<file path="src/rtl/wtm_pkg.sv">
// Shared constants, codes and the CORDIC arctangent table of the waypoint follower.
// Depends on nothing.
package wtm_pkg;

   localparam int POS_WIDTH_DEF    = 32;
   localparam int ANGLE_WIDTH_DEF  = 16;
   localparam int CORDIC_ITERS_DEF = 16;

   // Each scaled displacement component sits just below 2^60.
   localparam int CORDIC_HEADROOM = 60;
   localparam logic [31:0] INV_GAIN = 32'd2608131496;

   typedef enum logic {
      CMD_TURN  = 1'b0,
      CMD_DRIVE = 1'b1
   } command_type;

   // Arctangent of 2^-idx, 2^32 counts per full turn.
   function automatic logic [31:0] atan_step(input int idx);
      logic [31:0] r;
      r = 32'd0;
      case (idx)
         0:  r = 32'd536870912;
         1:  r = 32'd316933406;
         2:  r = 32'd167458907;
         3:  r = 32'd85004756;
         4:  r = 32'd42667331;
         5:  r = 32'd21354465;
         6:  r = 32'd10679838;
         7:  r = 32'd5340245;
         8:  r = 32'd2670163;
         9:  r = 32'd1335087;
         10: r = 32'd667544;
         11: r = 32'd333772;
         12: r = 32'd166886;
         13: r = 32'd83443;
         14: r = 32'd41722;
         15: r = 32'd20861;
         16: r = 32'd10430;
         17: r = 32'd5215;
         18: r = 32'd2608;
         19: r = 32'd1304;
         20: r = 32'd652;
         21: r = 32'd326;
         22: r = 32'd163;
         23: r = 32'd81;
         24: r = 32'd41;
         25: r = 32'd20;
         26: r = 32'd10;
         27: r = 32'd5;
         28: r = 32'd3;
         29: r = 32'd1;
         30: r = 32'd1;
         default: r = 32'd0;
      endcase
      return r;
   endfunction

endpackage

</file>
<file path="src/rtl/wtm_gain.sv">
// Removes the CORDIC gain from the vector magnitude, rounds off the guard bits
// and saturates to the distance width. Two register stages. Depends on wtm_pkg.
module wtm_gain
   import wtm_pkg::*;
#(
   parameter int POS_WIDTH = POS_WIDTH_DEF
) (
   input  logic                 clock,
   input  logic                 reset,
   input  logic                 a_valid,
   input  logic signed [CORDIC_HEADROOM+2:0] a_x,
   output logic                 q_valid,
   output logic [POS_WIDTH:0]   q_dist
);

   localparam int CW    = CORDIC_HEADROOM + 3;
   localparam int GUARD = CORDIC_HEADROOM - POS_WIDTH;
   localparam int HB    = CW - 1 - 32;
   localparam int TW    = HB + 33;
   localparam int QW    = TW + 1 - GUARD;

   logic [CW-2:0]     mag;
   logic [HB+31:0]    hi_ff;
   logic [63:0]       lo_ff;
   logic              v1_ff, v2_ff;
   logic [TW-1:0]     t_sum;
   logic [TW:0]       rnd;
   logic [QW-1:0]     quo;
   logic [POS_WIDTH:0] dist_ff, dist_in;

   // A negative final x cannot occur for a real vector; it clamps to zero.
   assign mag = a_x[CW-1] ? '0 : a_x[CW-2:0];

   assign t_sum = TW'(hi_ff) + TW'(lo_ff[63:32]);
   assign rnd   = (TW+1)'(t_sum) + ((TW+1)'(1) << (GUARD - 1));
   assign quo   = rnd[TW:GUARD];

   always_comb begin
      if (quo[QW-1:POS_WIDTH+1] != '0) begin
         dist_in = '1;
      end else begin
         dist_in = quo[POS_WIDTH:0];
      end
   end

   always_ff @(posedge clock) begin
      if (reset) begin
         v1_ff <= 1'b0;
         v2_ff <= 1'b0;
      end else begin
         v1_ff <= a_valid;
         v2_ff <= v1_ff;
      end
      hi_ff   <= mag[CW-2:32] * INV_GAIN;
      lo_ff   <= mag[31:0] * INV_GAIN;
      dist_ff <= dist_in;
   end

   assign q_valid = v2_ff;
   assign q_dist  = dist_ff;

endmodule

</file>
<file path="config.mk">
export PLATFORM = sky130hd
export DESIGN_NAME = wtm_gain
export DESIGN_NICKNAME = d
export VERILOG_FILES = /design/src/rtl/wtm_pkg.sv /design/src/rtl/wtm_gain.sv
export SDC_FILE = /design/constraint.sdc
export NUM_CORES = 2
export LEC_CHECK = 0
export CAP_MARGIN = 20
export CORE_MARGIN = 5
export CORE_UTILIZATION = 55
export DETAILED_ROUTE_END_ITERATION = 12
export DONT_BUFFER_PORTS = 1
export HOLD_SLACK_MARGIN = 0.08
export MAX_ROUTING_LAYER = met4
export PLACE_DENSITY = 0.76
export SETUP_SLACK_MARGIN = 0.4
export SLEW_MARGIN = 20
export SYNTH_ARGS = -nofsm -noshare
export SYNTH_HDL_FRONTEND = slang
export SYNTH_SLANG_ARGS = --single-unit
</file>
<file path="constraint.sdc">
create_clock -name clock -period 14.95 [get_ports clock]
set_input_delay 4.485 -clock clock [delete_from_list [all_inputs] [get_ports clock]]
set_output_delay 4.485 -clock clock [all_outputs]
set_load 0.01 [all_outputs]
</file>
==> results.toml <==
[critical_path]
crit_fanout = 83
reg2reg_slack_ns = 11.29
critPathRequiredTime_ns = 15.26
rr_endpoint = "q_dist[11]"
start_kind = "input port"
worstSetupEndpointType = "flip-flop"
worst_ep_arrival_time_ns = 12.84
path_class = "in -> reg"
reg2reg_from = "hi_ff[5]"
reg2reg_depth = 13

[placed_design]
gp_congestion = 1.03
portBuffers = 0
hpwlAfterDp_um = 92100

[detailed_routing]
drt_iter0_drc = 1542
via_per_inst = 5.30
dr.pass1.iters = 5
wl_per_cell_um = 20.0
ant_nets = 0
wl_um = 101000
vias = 26800
drcViolationCount = 0

[run_status]
outcome = "complete, no violations"

[floorplan]
io_pins = 100
rows = 99
core_um2 = 73000
start_util_pct = 55.4
die-area_um2 = 79000
die_x_um = 281
die_y_um = 281

[synthesis]
netlist_area_um2 = 40400
synth.ff_latch_count = 123
yosys_warnings = 0
synthArstFlopShare_pct = 0
seq_area_frac_synth_pct = 6.09
syn_inst = 4093
synth_common_cells = "1409 x inv_1, 873 x fa_1, 744 x ha_1"
yosysMostFrequentCell = "inv_1"
ys_types = 66
yosysTopAreaCell = "fa_1"
post-synth-top-area-fraction_pct = 43.2
synth_fp_nets = 5776
synth_area_leaders = "fa_1 43%, ha_1 23%, inv_1 13%"
postSynthAreaPerCell_um2 = 9.88
synth-edff-count = 0
synthFlopType = "dfxtp_1"

[final_layout]
drive_above_1_share_pct = 1.47
layout.area.seq_um2 = 2460
nets = 5763
syn2layout_area_growth_pct = 4.19
utilization_pct = 57.7
multi_input_area_um2 = 32500
fillers = 6247

[global_routing]
grt_pass1_wl_um = 162000
busiest_layer = "met2"
grt_max_degree = 84
use_met2_pct = 42.6
grt_overflow_total = 0
grt_pass1_vias = 29400
grt_util_met1_pct = 37.3
use_met3_pct = 5.22
grt.total_usage_pct = 27.5
antenna_found_initial = 1

[cts]
cts_hold_buf = 0
htreeDepth = 4
numCtsBuffers = 17
clock_latency_ns = 0.42
cts_sinks = 123
cts_tree = "done"
post_cts_resized = 0
root_buffer = "clkbuf_16"
cts_buffer_depth = 2
cts.clk_slew.worst_paths_ns = 0.06
post-cts-setup-buffers = 0

[timing]
tightest_slew_ns = 1.11
setup_viol = 0
skew_ns = 0.00975
max_freq_ghz = 0.0798
hold_viol = 0
finalSetupTns_ns = 0
slew_violations = 0
rsz0062_at_grt = "false"
post-route-period-util_pct = 83.8
timing.slew.headroom_pct = 25.7
period_needed_ns = 12.53

[worst_hold_path]
hold_depth = 1
holdPathEnd = "q_valid"
hp-start = "v1_ff"
hold_path_class = "reg -> reg"

[flow_run]
drv_cap = 0
-- layer usage --
| layer | vias up | part of all wire [%] |
|---|---|---|
| li1 | 12300 | - |
| met1 | 13500 | 43 |
| met2 | 826 | 46 |
| met3 | 181 | 6.9 |
| met4 | 0 | 3.8 |
| met5 | - | 0 |
-- placed cells by master (no fill, tap or decap), types with 4 or more instances in the layout --
cell type / instances
inv_1: 1409
fa_1: 873
ha_1: 744
dfxtp_1: 123
a21oi_1: 103
nand2_1: 102
xnor2_1: 75
a21o_1: 68
nor2_1: 66
nand2b_1: 63
o21ai_0: 62
xor2_1: 47
nor2b_1: 33
nand3_1: 30
a211oi_1: 21
o21bai_1: 21
a31oi_1: 21
nand4_1: 20
and3_1: 20
and2_1: 20
clkbuf_16: 17
nor3_1: 16
o21a_1: 16
o211ai_1: 13
buf_4: 7
or3_1: 6
and4_1: 5
o21ai_1: 5
o31ai_1: 5
a21boi_0: 5
o2111ai_1: 5
a21oi_2: 4
clkinv_2: 4
clkinv_4: 4
-- how the worst max path moves through the flow --
| stage | startpoint | end | slack, ns |
|---|---|---|---|
| 2_1_floorplan | a_x[62] | hi_ff[54] | 2.66 |
| 3_3_place_gp | a_x[62] | hi_ff[54] | 2.47 |
| 3_5_place_dp | a_x[62] | hi_ff[58] | 2.27 |
| 4_1_cts | a_x[62] | hi_ff[58] | 2.67 |
| 5_1_grt | a_x[62] | hi_ff[58] | 2.19 |
| 6_report | a_x[62] | hi_ff[58] | 2.42 |
-- sequential cells by signal, summed over array words and instances (netlist names) --
signal and count:
lo_ff 29, v1_ff 1, q_dist 33, hi_ff 59, q_valid 1
-- per-stage QoR --
| stage | setup WS, ns | cells | area (um^2) | hold slack (ns) |
|---|---|---|---|---|
| after floorplan | 2.66 | 4093 | 40400 | 0.414 |
| after global placement | 2.47 | 5020 | 41500 | 0.429 |
| after detailed placement | 2.27 | 5020 | 41500 | 0.446 |
| after CTS | 2.67 | 5052 | 42100 | 0.453 |
| after global routing | 2.19 | 5053 | 42100 | 0.469 |
| final | 2.42 | 5054 | 42100 | 0.456 |
-- worst max-delay path, stage by stage --
cell and delay (ns):
nand2b_1 0.36, inv_1 0.31, fa_1 0.60, inv_1 0.05
fa_1 0.51, inv_1 0.05, fa_1 0.51, inv_1 0.06
fa_1 0.55, inv_1 0.07, fa_1 0.51, fa_1 0.44
fa_1 0.50, inv_1 0.08, fa_1 0.51, inv_1 0.04
ha_1 0.38, nand2_1 0.16, nor4_1 0.56, o2111ai_1 0.23
a21oi_2 0.30, a2111oi_4 0.11, o41ai_2 0.57, a31oi_1 0.22
o21ai_1 0.33, a31oi_1 0.16, xnor2_1 0.15
-- layout make-up --
class | count | area share (%)
multi-input cells | 2522 | 77.2
inverters | 1409 | 12.6
flip-flops and latches | 123 | 5.85
well taps | 959 | 2.85
clock buffers | 17 | 1.01
clock inverters | 15 | 0.389
repair buffers | 7 | 0.125
diodes | 2 | 0.0119
-- logic make-up (layout without fill, tap and decap cells) --
family / Yosys count / in the layout / share of synthesized area (%)
buffers and inverters: 1448 / 1448 / 13.5
AOI/OAI and AO/OA: 387 / 387 / 6.43
DFF: 123 / 123 / 6.09
other: 0 / 2 / 0
and+or+nand+nor: 396 / 396 / 5.09
adders and majority gates: 1617 / 1617 / 66.3
xor gates and xnor gates: 122 / 122 / 2.64
Power is left out: the tool's default activity adds up to more than one toggle a clock period on the data nets, which glitch-free logic cannot reach.
